**config.mk**
```make
export PLATFORM = sky130hd
export DESIGN_NAME = differential_drive_ramp_controller
export DESIGN_NICKNAME = d
export VERILOG_FILES = /design/src/sv/ddrc_pkg.sv /design/src/sv/differential_drive_ramp_controller.sv
export SDC_FILE = /design/constraint.sdc
export NUM_CORES = 2
export LEC_CHECK = 0
export BUFFER_PORTS_ARGS = -buffer_cell sky130_fd_sc_hd__buf_2
export CAP_MARGIN = 5
export CELL_PAD_IN_SITES_DETAIL_PLACEMENT = 1
export CELL_PAD_IN_SITES_GLOBAL_PLACEMENT = 1
export CORE_UTILIZATION = 53
export DETAILED_ROUTE_END_ITERATION = 7
export PLACE_DENSITY_LB_ADDON = 0.05
export SETUP_SLACK_MARGIN = 0.05
export SLEW_MARGIN = 15
export SYNTH_ARGS = -nofsm -noshare
export SYNTH_HDL_FRONTEND = slang
export SYNTH_SLANG_ARGS = --single-unit
```
**constraint.sdc**
```tcl
create_clock -name clk -period 16.58 [get_ports clk]
set_clock_uncertainty 0.1 [all_clocks]
set_input_delay 4.145 -clock clk [delete_from_list [all_inputs] [get_ports clk]]
set_output_delay 4.145 -clock clk [all_outputs]
set_load 0.005 [all_outputs]
```
**src/sv/ddrc_pkg.sv**
```systemverilog
// Types and constants for the differential drive ramp controller.
// No dependencies.
`timescale 1ns / 1ps

package ddrc_pkg;

	localparam int SPEED_W  = 8;
	localparam int MAG_W    = 7;
	localparam int PERIOD_W = 16;
	localparam int PROD_W   = PERIOD_W + MAG_W;
	localparam int CFG_IDX_W = 3;
	localparam int CFG_DATA_W = 16;

	localparam logic [MAG_W-1:0] SPEED_MAX = 7'd100;

	// floor(p / 100) == (p * RECIP_100) >> RECIP_SHIFT for every p below 2^PROD_W
	localparam int RECIP_W = 24;
	localparam int RECIP_SHIFT = 30;
	localparam logic [RECIP_W-1:0] RECIP_100 = 24'd10737419;

	// Item kinds
	localparam logic [1:0] KIND_BUTTON = 2'd0;
	localparam logic [1:0] KIND_RAMP   = 2'd1;
	localparam logic [1:0] KIND_ESTOP  = 2'd2;

	// Register indexes
	localparam logic [CFG_IDX_W-1:0] REG_FULL_SPEED = 3'd0;
	localparam logic [CFG_IDX_W-1:0] REG_RAMP_UP    = 3'd1;
	localparam logic [CFG_IDX_W-1:0] REG_RAMP_DOWN  = 3'd2;
	localparam logic [CFG_IDX_W-1:0] REG_PWM_PERIOD = 3'd3;

	// Register reset values
	localparam logic [MAG_W-1:0]    FULL_SPEED_RST = 7'd100;
	localparam logic [MAG_W-1:0]    RAMP_UP_RST    = 7'd2;
	localparam logic [MAG_W-1:0]    RAMP_DOWN_RST  = 7'd5;
	localparam logic [PERIOD_W-1:0] PWM_PERIOD_RST = 16'd999;

	typedef struct packed {
		logic [1:0] kind;
		logic       forward_pressed;
		logic       backward_pressed;
		logic       left_pressed;
		logic       right_pressed;
		logic       stop_pressed;
	} item_t;

	typedef struct packed {
		logic [PERIOD_W-1:0]       left_duty;
		logic                      left_forward;
		logic [PERIOD_W-1:0]       right_duty;
		logic                      right_forward;
		logic signed [SPEED_W-1:0] left_speed_now;
		logic signed [SPEED_W-1:0] right_speed_now;
	} result_t;

endpackage

```
**src/sv/differential_drive_ramp_controller.sv**
```systemverilog
// Top level of the differential drive ramp controller: goal setting, ramping
// and duty scaling in a four-register pipeline. Depends on ddrc_pkg.
//
//  channel  | signals                              | transaction
//  ---------+--------------------------------------+---------------------------
//  item     | item_valid, item_stall, item         | valid & !stall
//  result   | result_valid, result_stall, result   | valid & !stall
//  cfg      | cfg_valid, cfg_ready, cfg_index/data | valid & ready (ready is 1)
//
// One item per cycle unless result_stall backs the pipeline up to stage 1. A ramp
// tick or emergency stop updates goals and speeds in stage 1, and the two multiplies
// (period * |speed|, then the reciprocal of 100) are registered into stages 3 and 4,
// where the result shows. Button samples leave stage 1 without entering the later stages.
// result_stall reaches item_stall through the stage enables in the same cycle, so
// empty stages still take items. Reset restores register defaults and clears
// goals, speeds and valid bits.
`timescale 1ns / 1ps

module differential_drive_ramp_controller
	import ddrc_pkg::*;
(
	input  logic                  clk,
	input  logic                  arst_n,
	input  logic                  item_valid,
	output logic                  item_stall,
	input  item_t                 item,
	output logic                  result_valid,
	input  logic                  result_stall,
	output result_t               result,
	input  logic                  cfg_valid,
	output logic                  cfg_ready,
	input  logic [CFG_IDX_W-1:0]  cfg_index,
	input  logic [CFG_DATA_W-1:0] cfg_data
);

	// Move one speed toward its goal, stopping exactly at the goal
	function automatic logic signed [SPEED_W-1:0] ramp_toward(
		input logic signed [SPEED_W-1:0] now,
		input logic signed [SPEED_W-1:0] goal,
		input logic [MAG_W-1:0]          up,
		input logic [MAG_W-1:0]          dn
	);
		logic signed [SPEED_W:0] n9;
		logic signed [SPEED_W:0] g9;
		logic signed [SPEED_W:0] sum;
		n9 = {now[SPEED_W-1], now};
		g9 = {goal[SPEED_W-1], goal};
		if (n9 < g9) begin
			sum = n9 + $signed({2'b00, up});
			if (sum > g9) sum = g9;
		end else if (n9 > g9) begin
			sum = n9 - $signed({2'b00, dn});
			if (sum < g9) sum = g9;
		end else begin
			sum = n9;
		end
		return sum[SPEED_W-1:0];
	endfunction

	function automatic logic [MAG_W-1:0] magnitude(input logic signed [SPEED_W-1:0] s);
		logic signed [SPEED_W-1:0] a;
		a = s[SPEED_W-1] ? -s : s;
		return a[MAG_W-1:0];
	endfunction

	// Configuration registers
	logic [MAG_W-1:0]    full_speed_q;
	logic [MAG_W-1:0]    ramp_up_q;
	logic [MAG_W-1:0]    ramp_down_q;
	logic [PERIOD_W-1:0] period_q;

	// Speed state
	logic signed [SPEED_W-1:0] left_goal_q, right_goal_q;
	logic signed [SPEED_W-1:0] left_actual_q, right_actual_q;

	// Pipeline registers
	logic  v_s1, v_s2, v_s3, v_s4;
	item_t item_s1;
	logic signed [SPEED_W-1:0] l_spd_s2, r_spd_s2, l_spd_s3, r_spd_s3;
	logic [MAG_W-1:0]          l_mag_s2, r_mag_s2;
	logic [PROD_W-1:0]         l_prod_s3, r_prod_s3;
	result_t                   res_s4;

	// Stage control
	logic en_s1, en_s2, en_s3, en_s4;
	logic res_s1, adv_s1;

	// Next state from stage 1
	logic signed [SPEED_W-1:0] l_goal_d, r_goal_d, l_act_d, r_act_d;

	// Scaling
	logic [PROD_W+RECIP_W-1:0] l_quot, r_quot;

	assign cfg_ready = 1'b1;

	// Take register writes
	always_ff @(posedge clk or negedge arst_n) begin
		if (!arst_n) begin
			full_speed_q <= FULL_SPEED_RST;
			ramp_up_q    <= RAMP_UP_RST;
			ramp_down_q  <= RAMP_DOWN_RST;
			period_q     <= PWM_PERIOD_RST;
		end else if (cfg_valid && cfg_ready) begin
			case (cfg_index)
				REG_FULL_SPEED: full_speed_q <= cfg_data[MAG_W-1:0];
				REG_RAMP_UP:    ramp_up_q    <= cfg_data[MAG_W-1:0];
				REG_RAMP_DOWN:  ramp_down_q  <= cfg_data[MAG_W-1:0];
				REG_PWM_PERIOD: period_q     <= cfg_data[PERIOD_W-1:0];
				default: ;
			endcase
		end
	end

	// Stall chain: a stage loads when empty or when its content moves on
	assign res_s1 = (item_s1.kind == KIND_RAMP) || (item_s1.kind == KIND_ESTOP);
	assign en_s4  = !v_s4 || !result_stall;
	assign en_s3  = !v_s3 || en_s4;
	assign en_s2  = !v_s2 || en_s3;
	assign adv_s1 = v_s1 && (!res_s1 || en_s2);
	assign en_s1  = !v_s1 || adv_s1;
	assign item_stall = !en_s1;

	// Work out new goals and speeds for the item in stage 1
	always_comb begin
		logic [MAG_W-1:0]          full7;
		logic signed [SPEED_W-1:0] full8;
		logic signed [SPEED_W-1:0] half8;
		logic fwd, back, tl, tr;
		full7 = (full_speed_q > SPEED_MAX) ? SPEED_MAX : full_speed_q;
		full8 = $signed({1'b0, full7});
		half8 = $signed({2'b00, full7[MAG_W-1:1]});
		fwd = item_s1.forward_pressed && !item_s1.backward_pressed;
		back = item_s1.backward_pressed && !item_s1.forward_pressed;
		tl = item_s1.left_pressed && !item_s1.right_pressed;
		tr = item_s1.right_pressed && !item_s1.left_pressed;
		l_goal_d = left_goal_q;
		r_goal_d = right_goal_q;
		l_act_d  = left_actual_q;
		r_act_d  = right_actual_q;
		case (item_s1.kind)
			KIND_BUTTON: begin
				if (item_s1.stop_pressed) begin
					l_goal_d = '0;
					r_goal_d = '0;
				end else if (fwd) begin
					l_goal_d = tl ? half8 : full8;
					r_goal_d = tr ? half8 : full8;
				end else if (back) begin
					l_goal_d = tl ? -half8 : -full8;
					r_goal_d = tr ? -half8 : -full8;
				end else if (tl) begin
					l_goal_d = -half8;
					r_goal_d = half8;
				end else if (tr) begin
					l_goal_d = half8;
					r_goal_d = -half8;
				end else begin
					l_goal_d = '0;
					r_goal_d = '0;
				end
			end
			KIND_RAMP: begin
				l_act_d = ramp_toward(left_actual_q, left_goal_q, ramp_up_q, ramp_down_q);
				r_act_d = ramp_toward(right_actual_q, right_goal_q, ramp_up_q, ramp_down_q);
			end
			KIND_ESTOP: begin
				l_goal_d = '0;
				r_goal_d = '0;
				l_act_d  = '0;
				r_act_d  = '0;
			end
			default: ;
		endcase
	end

	// Commit state when the stage 1 item moves on
	always_ff @(posedge clk or negedge arst_n) begin
		if (!arst_n) begin
			left_goal_q    <= '0;
			right_goal_q   <= '0;
			left_actual_q  <= '0;
			right_actual_q <= '0;
		end else if (adv_s1) begin
			left_goal_q    <= l_goal_d;
			right_goal_q   <= r_goal_d;
			left_actual_q  <= l_act_d;
			right_actual_q <= r_act_d;
		end
	end

	// Valid bits
	always_ff @(posedge clk or negedge arst_n) begin
		if (!arst_n) begin
			v_s1 <= 1'b0;
			v_s2 <= 1'b0;
			v_s3 <= 1'b0;
			v_s4 <= 1'b0;
		end else begin
			if (en_s1) v_s1 <= item_valid;
			if (en_s2) v_s2 <= adv_s1 && res_s1;
			if (en_s3) v_s3 <= v_s2;
			if (en_s4) v_s4 <= v_s3;
		end
	end

	// Reciprocal multiply for the divide by 100
	assign l_quot = l_prod_s3 * RECIP_100;
	assign r_quot = r_prod_s3 * RECIP_100;

	// Payload: capture item, speeds, products, then the result
	always_ff @(posedge clk) begin
		if (en_s1) item_s1 <= item;
		if (en_s2) begin
			l_spd_s2 <= l_act_d;
			r_spd_s2 <= r_act_d;
			l_mag_s2 <= magnitude(l_act_d);
			r_mag_s2 <= magnitude(r_act_d);
		end
		if (en_s3) begin
			l_spd_s3  <= l_spd_s2;
			r_spd_s3  <= r_spd_s2;
			l_prod_s3 <= period_q * l_mag_s2;
			r_prod_s3 <= period_q * r_mag_s2;
		end
		if (en_s4) begin
			res_s4.left_duty       <= l_quot[RECIP_SHIFT+PERIOD_W-1:RECIP_SHIFT];
			res_s4.right_duty      <= r_quot[RECIP_SHIFT+PERIOD_W-1:RECIP_SHIFT];
			res_s4.left_forward    <= !l_spd_s3[SPEED_W-1];
			res_s4.right_forward   <= !r_spd_s3[SPEED_W-1];
			res_s4.left_speed_now  <= l_spd_s3;
			res_s4.right_speed_now <= r_spd_s3;
		end
	end

	assign result_valid = v_s4;
	assign result       = res_s4;

endmodule

```
Yosys cells after proc, flatten, opt, wreduce, memory -nomap -nowiden

Index checks and enable logic that the tools add are counted.

Register bits: 222

Mux-type cells: 29
Equality and inequality tests: 5
$mul: 4
$add $sub $neg: 8
Reductions and logical operators: 33
Magnitude comparators: 9

Operators by type and width:

| operator                                                               | count |
|---|---|
| 8-bit 2-to-1 mux                                                       | 19 |
| 23-bit by 24-bit multiplier with 46-bit output (second input constant) | 2 |
| 8-bit case mux with 2 select lines                                     | 4 |
| 16-bit by 7-bit multiplier with 23-bit output                          | 2 |
| 7-bit 2-to-1 mux                                                       | 5 |
| 8-bit by 8-bit adder with 9-bit output                                 | 2 |
| 9-bit by 8-bit > comparator with 1-bit output                          | 2 |
| 9-bit by 8-bit less-than comparator with 1-bit output                  | 2 |
| 8-bit by 8-bit subtractor with 9-bit output                            | 2 |
| 8-bit > comparator                                                     | 2 |
| 8-bit less-than comparator                                             | 2 |
| 7-bit negator                                                          | 2 |
| 1-bit logical NOT                                                      | 13 |
| 2-bit AND reduction                                                    | 5 |
| 6-bit negator with 8-bit output                                        | 1 |
| 7-bit negator with 8-bit output                                        | 1 |
| 7-bit > comparator (second input constant)                             | 1 |
| 3-bit by 2-bit equality test with 1-bit output (second input constant) | 2 |
| 1-bit logical AND                                                      | 6 |
| 1-bit logical OR                                                       | 6 |
| 6-bit 2-to-1 mux                                                       | 1 |
| 3-bit by 1-bit equality test with 1-bit output (second input constant) | 1 |
| 3-bit logical NOT                                                      | 1 |
| 2-bit by 1-bit equality test with 1-bit output (second input constant) | 1 |
| 3 further kinds                                                        | 3 |

Logic depth before layout (Yosys ltp)

Depth after elaboration: 9
Depth in mapped cells: 27
Depth with buffers taken out: 27

Worst setup path after synthesis

Ideal clock, no wire load.

Kind: input to output
Start: input port result_stall
End: output port item_stall
Path slack: 6888 ps
Stages on the path: 2
Required time: 12335 ps
Buffers on the path: 0
Arrival time: 5447 ps
Cells stage by stage: nand4_1 > nor2_1

Word-level cells in the longest chain between the ends: 8

RTL lines:

| element            | line                                      | RTL |
|---|---|---|
| start: declaration | differential_drive_ramp_controller.sv:28  | `input logic result_stall,` |
| 1-bit logical NOT  | differential_drive_ramp_controller.sv:116 | `assign en_s4 = !v_s4 \|\| !result_stall;` |
| 1-bit logical OR   | differential_drive_ramp_controller.sv:116 |  |
| 1-bit logical OR   | differential_drive_ramp_controller.sv:117 | `assign en_s3 = !v_s3 \|\| en_s4;` |
| 1-bit logical OR   | differential_drive_ramp_controller.sv:118 | `assign en_s2 = !v_s2 \|\| en_s3;` |
| 1-bit logical OR   | differential_drive_ramp_controller.sv:119 | `assign adv_s1 = v_s1 && (!res_s1 \|\| en_s2);` |
| 1-bit logical AND  | differential_drive_ramp_controller.sv:119 |  |
| 1-bit logical OR   | differential_drive_ramp_controller.sv:120 | `assign en_s1 = !v_s1 \|\| adv_s1;` |
| 1-bit logical NOT  | differential_drive_ramp_controller.sv:121 | `assign item_stall = !en_s1;` |
| end: declaration   | differential_drive_ramp_controller.sv:25  | `output logic item_stall,` |

Every way passes these cells.

Final worst setup path

Start: input port result_stall
End: output port item_stall

Word-level cells in the longest chain between the ends: 8

RTL lines:

| element           | line                                      | RTL |
|---|---|---|
| 1-bit logical NOT | differential_drive_ramp_controller.sv:116 |  |
| 1-bit logical OR  | differential_drive_ramp_controller.sv:116 |  |
| 1-bit logical OR  | differential_drive_ramp_controller.sv:117 |  |
| 1-bit logical OR  | differential_drive_ramp_controller.sv:118 |  |
| named net en_s2   | differential_drive_ramp_controller.sv:85  | `logic en_s1, en_s2, en_s3, en_s4;` |
| 1-bit logical OR  | differential_drive_ramp_controller.sv:119 |  |
| 1-bit logical AND | differential_drive_ramp_controller.sv:119 |  |
| 1-bit logical OR  | differential_drive_ramp_controller.sv:120 |  |
| 1-bit logical NOT | differential_drive_ramp_controller.sv:121 |  |

The timed path passes the listed nets, and every way through them passes these cells.

==> metrics.txt <==
# TYPE chip_impl_metric gauge
chip_impl_metric{name="ff2ff_setup_slack",unit="ps"} 8900
chip_impl_info{name="critical_path.reg2reg.endpoint",value="result[26]"} 1
chip_impl_metric{name="yosys_register_bits",unit=""} 220
chip_impl_info{name="layout.cells.most_common_list",value="inv_1, ha_1, fa_1, nand2_1, edfxtp_1"} 1
chip_impl_metric{name="die_height",unit="µm"} 261
chip_impl_info{name="mostFrequentLayoutCell",value="inv_1"} 1
chip_impl_metric{name="cp_max_fo",unit=""} 31
chip_impl_metric{name="timing.slew.headroom",unit=""} 0.301
chip_impl_info{name="timing.hold.worst.class",value="register to register"} 1
chip_impl_metric{name="globalRouteMet3Util",unit=""} 0.0310
chip_impl_info{name="criticalPathCategory",value="input pin to output port"} 1
chip_impl_metric{name="worst-endpoint-required",unit="ps"} 12340
chip_impl_metric{name="period_share",unit=""} 0.564
chip_impl_metric{name="fmaxAchievable",unit="MHz"} 107
chip_impl_metric{name="numCtsBuffers",unit=""} 29
chip_impl_metric{name="drc",unit=""} 0
chip_impl_metric{name="fillCellCount",unit=""} 7194
chip_impl_metric{name="critPathArrivalTime",unit="ps"} 5110
chip_impl_metric{name="pin_count",unit=""} 84
chip_impl_metric{name="netlist_area_pre_place",unit="mm²"} 0.0357
chip_impl_metric{name="postCtsSetupRepairBufs",unit=""} 0
chip_impl_metric{name="cts-resized-gates",unit=""} 0
chip_impl_metric{name="grt_first_pass_wirelength",unit="µm"} 154000
chip_impl_metric{name="timing.final.crit_period",unit="ps"} 9360
chip_impl_metric{name="syn_to_final_growth",unit="%"} 6.50
chip_impl_metric{name="dpl_cell_area",unit="mm²"} 0.0370
chip_impl_metric{name="synth.net_count",unit=""} 4662
chip_impl_info{name="endpoint_kind",value="output port"} 1
chip_impl_info{name="timing.hold.worst_endpoint",value="result[2]"} 1
chip_impl_metric{name="share_of_the_yosys_chip_area_belonging_to_registers",unit=""} 0.175
chip_impl_metric{name="grt_pass1_vias",unit=""} 27987
chip_impl_metric{name="grt-ovfl-total",unit=""} 0
chip_impl_metric{name="synthesized_area_divided_by_synthesized_cell_count",unit="µm²"} 10.3
chip_impl_metric{name="final.hold.worst_slack",unit="ps"} 323
chip_impl_metric{name="drtPass1Iterations",unit=""} 5
chip_impl_info{name="synth_top_cell_by_area",value="fa_1"} 1
chip_impl_metric{name="clock-sinks",unit=""} 220
chip_impl_info{name="root_buffer_cell",value="clkbuf_16"} 1
chip_impl_metric{name="pin_count_of_the_biggest_net_entering_global_routing",unit=""} 71
chip_impl_metric{name="timing_max_transition_violations_final",unit=""} 0
chip_impl_metric{name="hpwl",unit="µm"} 83100
chip_impl_metric{name="grt_use_total",unit=""} 0.294
chip_impl_metric{name="initial_utilization",unit=""} 0.539
chip_impl_metric{name="groute.layer.met2.usage",unit=""} 0.513
chip_impl_info{name="hold_path.startpoint",value="r_spd_s3[2]"} 1
chip_impl_metric{name="postCtsHoldBufs",unit=""} 0
chip_impl_metric{name="synth-edff-count",unit=""} 147
chip_impl_metric{name="wirelength",unit="µm"} 97400
chip_impl_info{name="clock_tree_from_tritoncts",value="done"} 1
chip_impl_metric{name="synthDominantCellAreaShare",unit=""} 0.297
chip_impl_metric{name="die_area",unit="mm²"} 0.0683
chip_impl_metric{name="clk_pin_slew_worst_paths",unit="ps"} 60
chip_impl_metric{name="clk_path_buf_depth",unit=""} 3
chip_impl_metric{name="diodes",unit=""} 0
chip_impl_metric{name="route.detailed.vias_per_inst",unit=""} 5.57
chip_impl_metric{name="die-width",unit="µm"} 261
chip_impl_metric{name="maxCapViolCount",unit=""} 0
chip_impl_metric{name="whs_path_depth",unit=""} 0
chip_impl_metric{name="htree_levels",unit=""} 1
chip_impl_metric{name="worstMarginPinSlew",unit="ps"} 1050
chip_impl_metric{name="drive_gt1_frac",unit=""} 0.0687
chip_impl_metric{name="timing.reg2reg.worst_path_depth",unit=""} 25
chip_impl_metric{name="port_buffers",unit=""} 82
chip_impl_metric{name="floorplan.rows",unit=""} 94
chip_impl_info{name="kind_of_start_point_of_the_critical_path",value="input pin"} 1
chip_impl_metric{name="postLayoutCellArea",unit="mm²"} 0.0380
chip_impl_metric{name="core-area",unit="mm²"} 0.0662
chip_impl_metric{name="gp_congestion",unit=""} 0.935
chip_impl_metric{name="setup_viol",unit=""} 0
chip_impl_metric{name="clk_latency",unit="ps"} 620
chip_impl_info{name="post_synth_main_area_contributors",value="fa_1, ha_1, edfxtp_1, inv_1, dfrtp_1"} 1
chip_impl_metric{name="synth_async_sr_flop_share",unit=""} 0.332
chip_impl_info{name="unrepaired_setup_endpoints_after_global_routing",value="no"} 1
chip_impl_metric{name="warning_count_from_the_yosys_run",unit=""} 0
chip_impl_metric{name="drt_first_iter_violations",unit=""} 1100
chip_impl_metric{name="design.final.nets",unit=""} 4722
chip_impl_metric{name="routedWlPerCell",unit="µm"} 22.1
chip_impl_metric{name="detailroute.via_count",unit=""} 24518
chip_impl_info{name="reg2reg_from",value="r_prod_s3[14]"} 1
chip_impl_info{name="yosys_most_used_dff",value="edfxtp_1"} 1
chip_impl_metric{name="groute.layer.met1.usage",unit=""} 0.389
chip_impl_metric{name="route.antenna.remaining_nets",unit=""} 0
chip_impl_metric{name="finalSetupTns",unit="ps"} 0
chip_impl_metric{name="grt_antenna_before_repair",unit=""} 1
chip_impl_metric{name="synth.lib_cells_used.distinct",unit=""} 100
chip_impl_metric{name="hold_violations",unit=""} 0
chip_impl_info{name="outcome",value="finished, final reports clean"} 1
chip_impl_info{name="gr-max-usage-layer",value="met2"} 1
chip_impl_metric{name="postSynthCellCount",unit=""} 3456
[layer usage]
layer,share of wire,routed length (µm)
met5,0,0
met2,0.49,48000
met4,0.027,2640
met3,0.036,3540
met1,0.44,43100
[layout make-up]
class / instances / area, µm² / share of cell area
multi-input combinational: 2376 / 26200 / 0.690
inverter: 796 / 2990 / 0.0786
timing repair buffer: 93 / 499 / 0.0131
tap: 864 / 1080 / 0.0285
clock inverter: 16 / 158 / 0.00415
sequential: 220 / 6260 / 0.165
clock buffer: 38 / 811 / 0.0213
[state kept, by name, indices dropped and copies added, names as in the netlist, 8 cells and up]
register	count
result	50
l_prod_s3	23
r_prod_s3	23
period_q	16
l_spd_s2	8
l_spd_s3	8
left_actual_q	8
left_goal_q	8
r_spd_s2	8
r_spd_s3	8
right_actual_q	8
right_goal_q	8
[per-stage QoR]
stage	worst slack (ps)	std cells	utilization
after detailed placement	7230	4348	0.559
after global placement	7210	4348	0.559
after CTS	7210	4402	0.574
after global routing	7170	4403	0.574
final	7220	4403	0.574
after floorplan	6890	3456	-
[how the worst max path moves through the flow]
stage | start | to | slack (ps) | depth (start not counted)
5_1_grt | result_stall | item_stall | 7170 | 5
4_1_cts | result_stall | item_stall | 7210 | 5
3_3_place_gp | result_stall | item_stall | 7210 | 5
2_1_floorplan | result_stall | item_stall | 6890 | 2
6_report | result_stall | item_stall | 7220 | 5
3_5_place_dp | result_stall | item_stall | 7230 | 5
[cells by family (layout without fill, tap and decap cells)]
family,count (synthesis),in the layout,synth area share
fa+ha+maj,1176,1176,0.524
buf+inv,860,943,0.0911
simple gates,586,586,0.0785
compound gates,435,435,0.0836
flops,220,220,0.175
xor+xnor,119,119,0.0292
mux,59,59,0.0183
other cells,1,1,0.000105
[worst max-delay path, stage by stage]
cell     delay (ps)
buf_2           150
nand4_1          90
buf_4           410
nor2_1          140
buf_2           150
[synthesized netlist by cell type, types with 9 or more instances]
cell type / instances
a21oi_1: 125
a31oi_1: 17
edfxtp_1: 147
mux2i_1: 20
fa_1: 529
and3_1: 9
dfrtp_1: 59
dfstp_2: 14
nor3_1: 33
nor2b_1: 27
nor2_1: 95
inv_1: 796
xor2_1: 36
nand2_1: 244
o211ai_1: 12
a21o_1: 48
a211oi_1: 9
and2_1: 90
nand4_1: 15
clkbuf_1: 57
xnor2_1: 83
o21a_1: 16
ha_1: 646
or2_2: 11
o21ai_0: 92
o21bai_1: 15
mux2_2: 37
nand2b_1: 17
nand3_1: 17
Power is left out: the tool's default activity adds up to more than one toggle a clock period on the data nets, which glitch-free logic cannot reach.
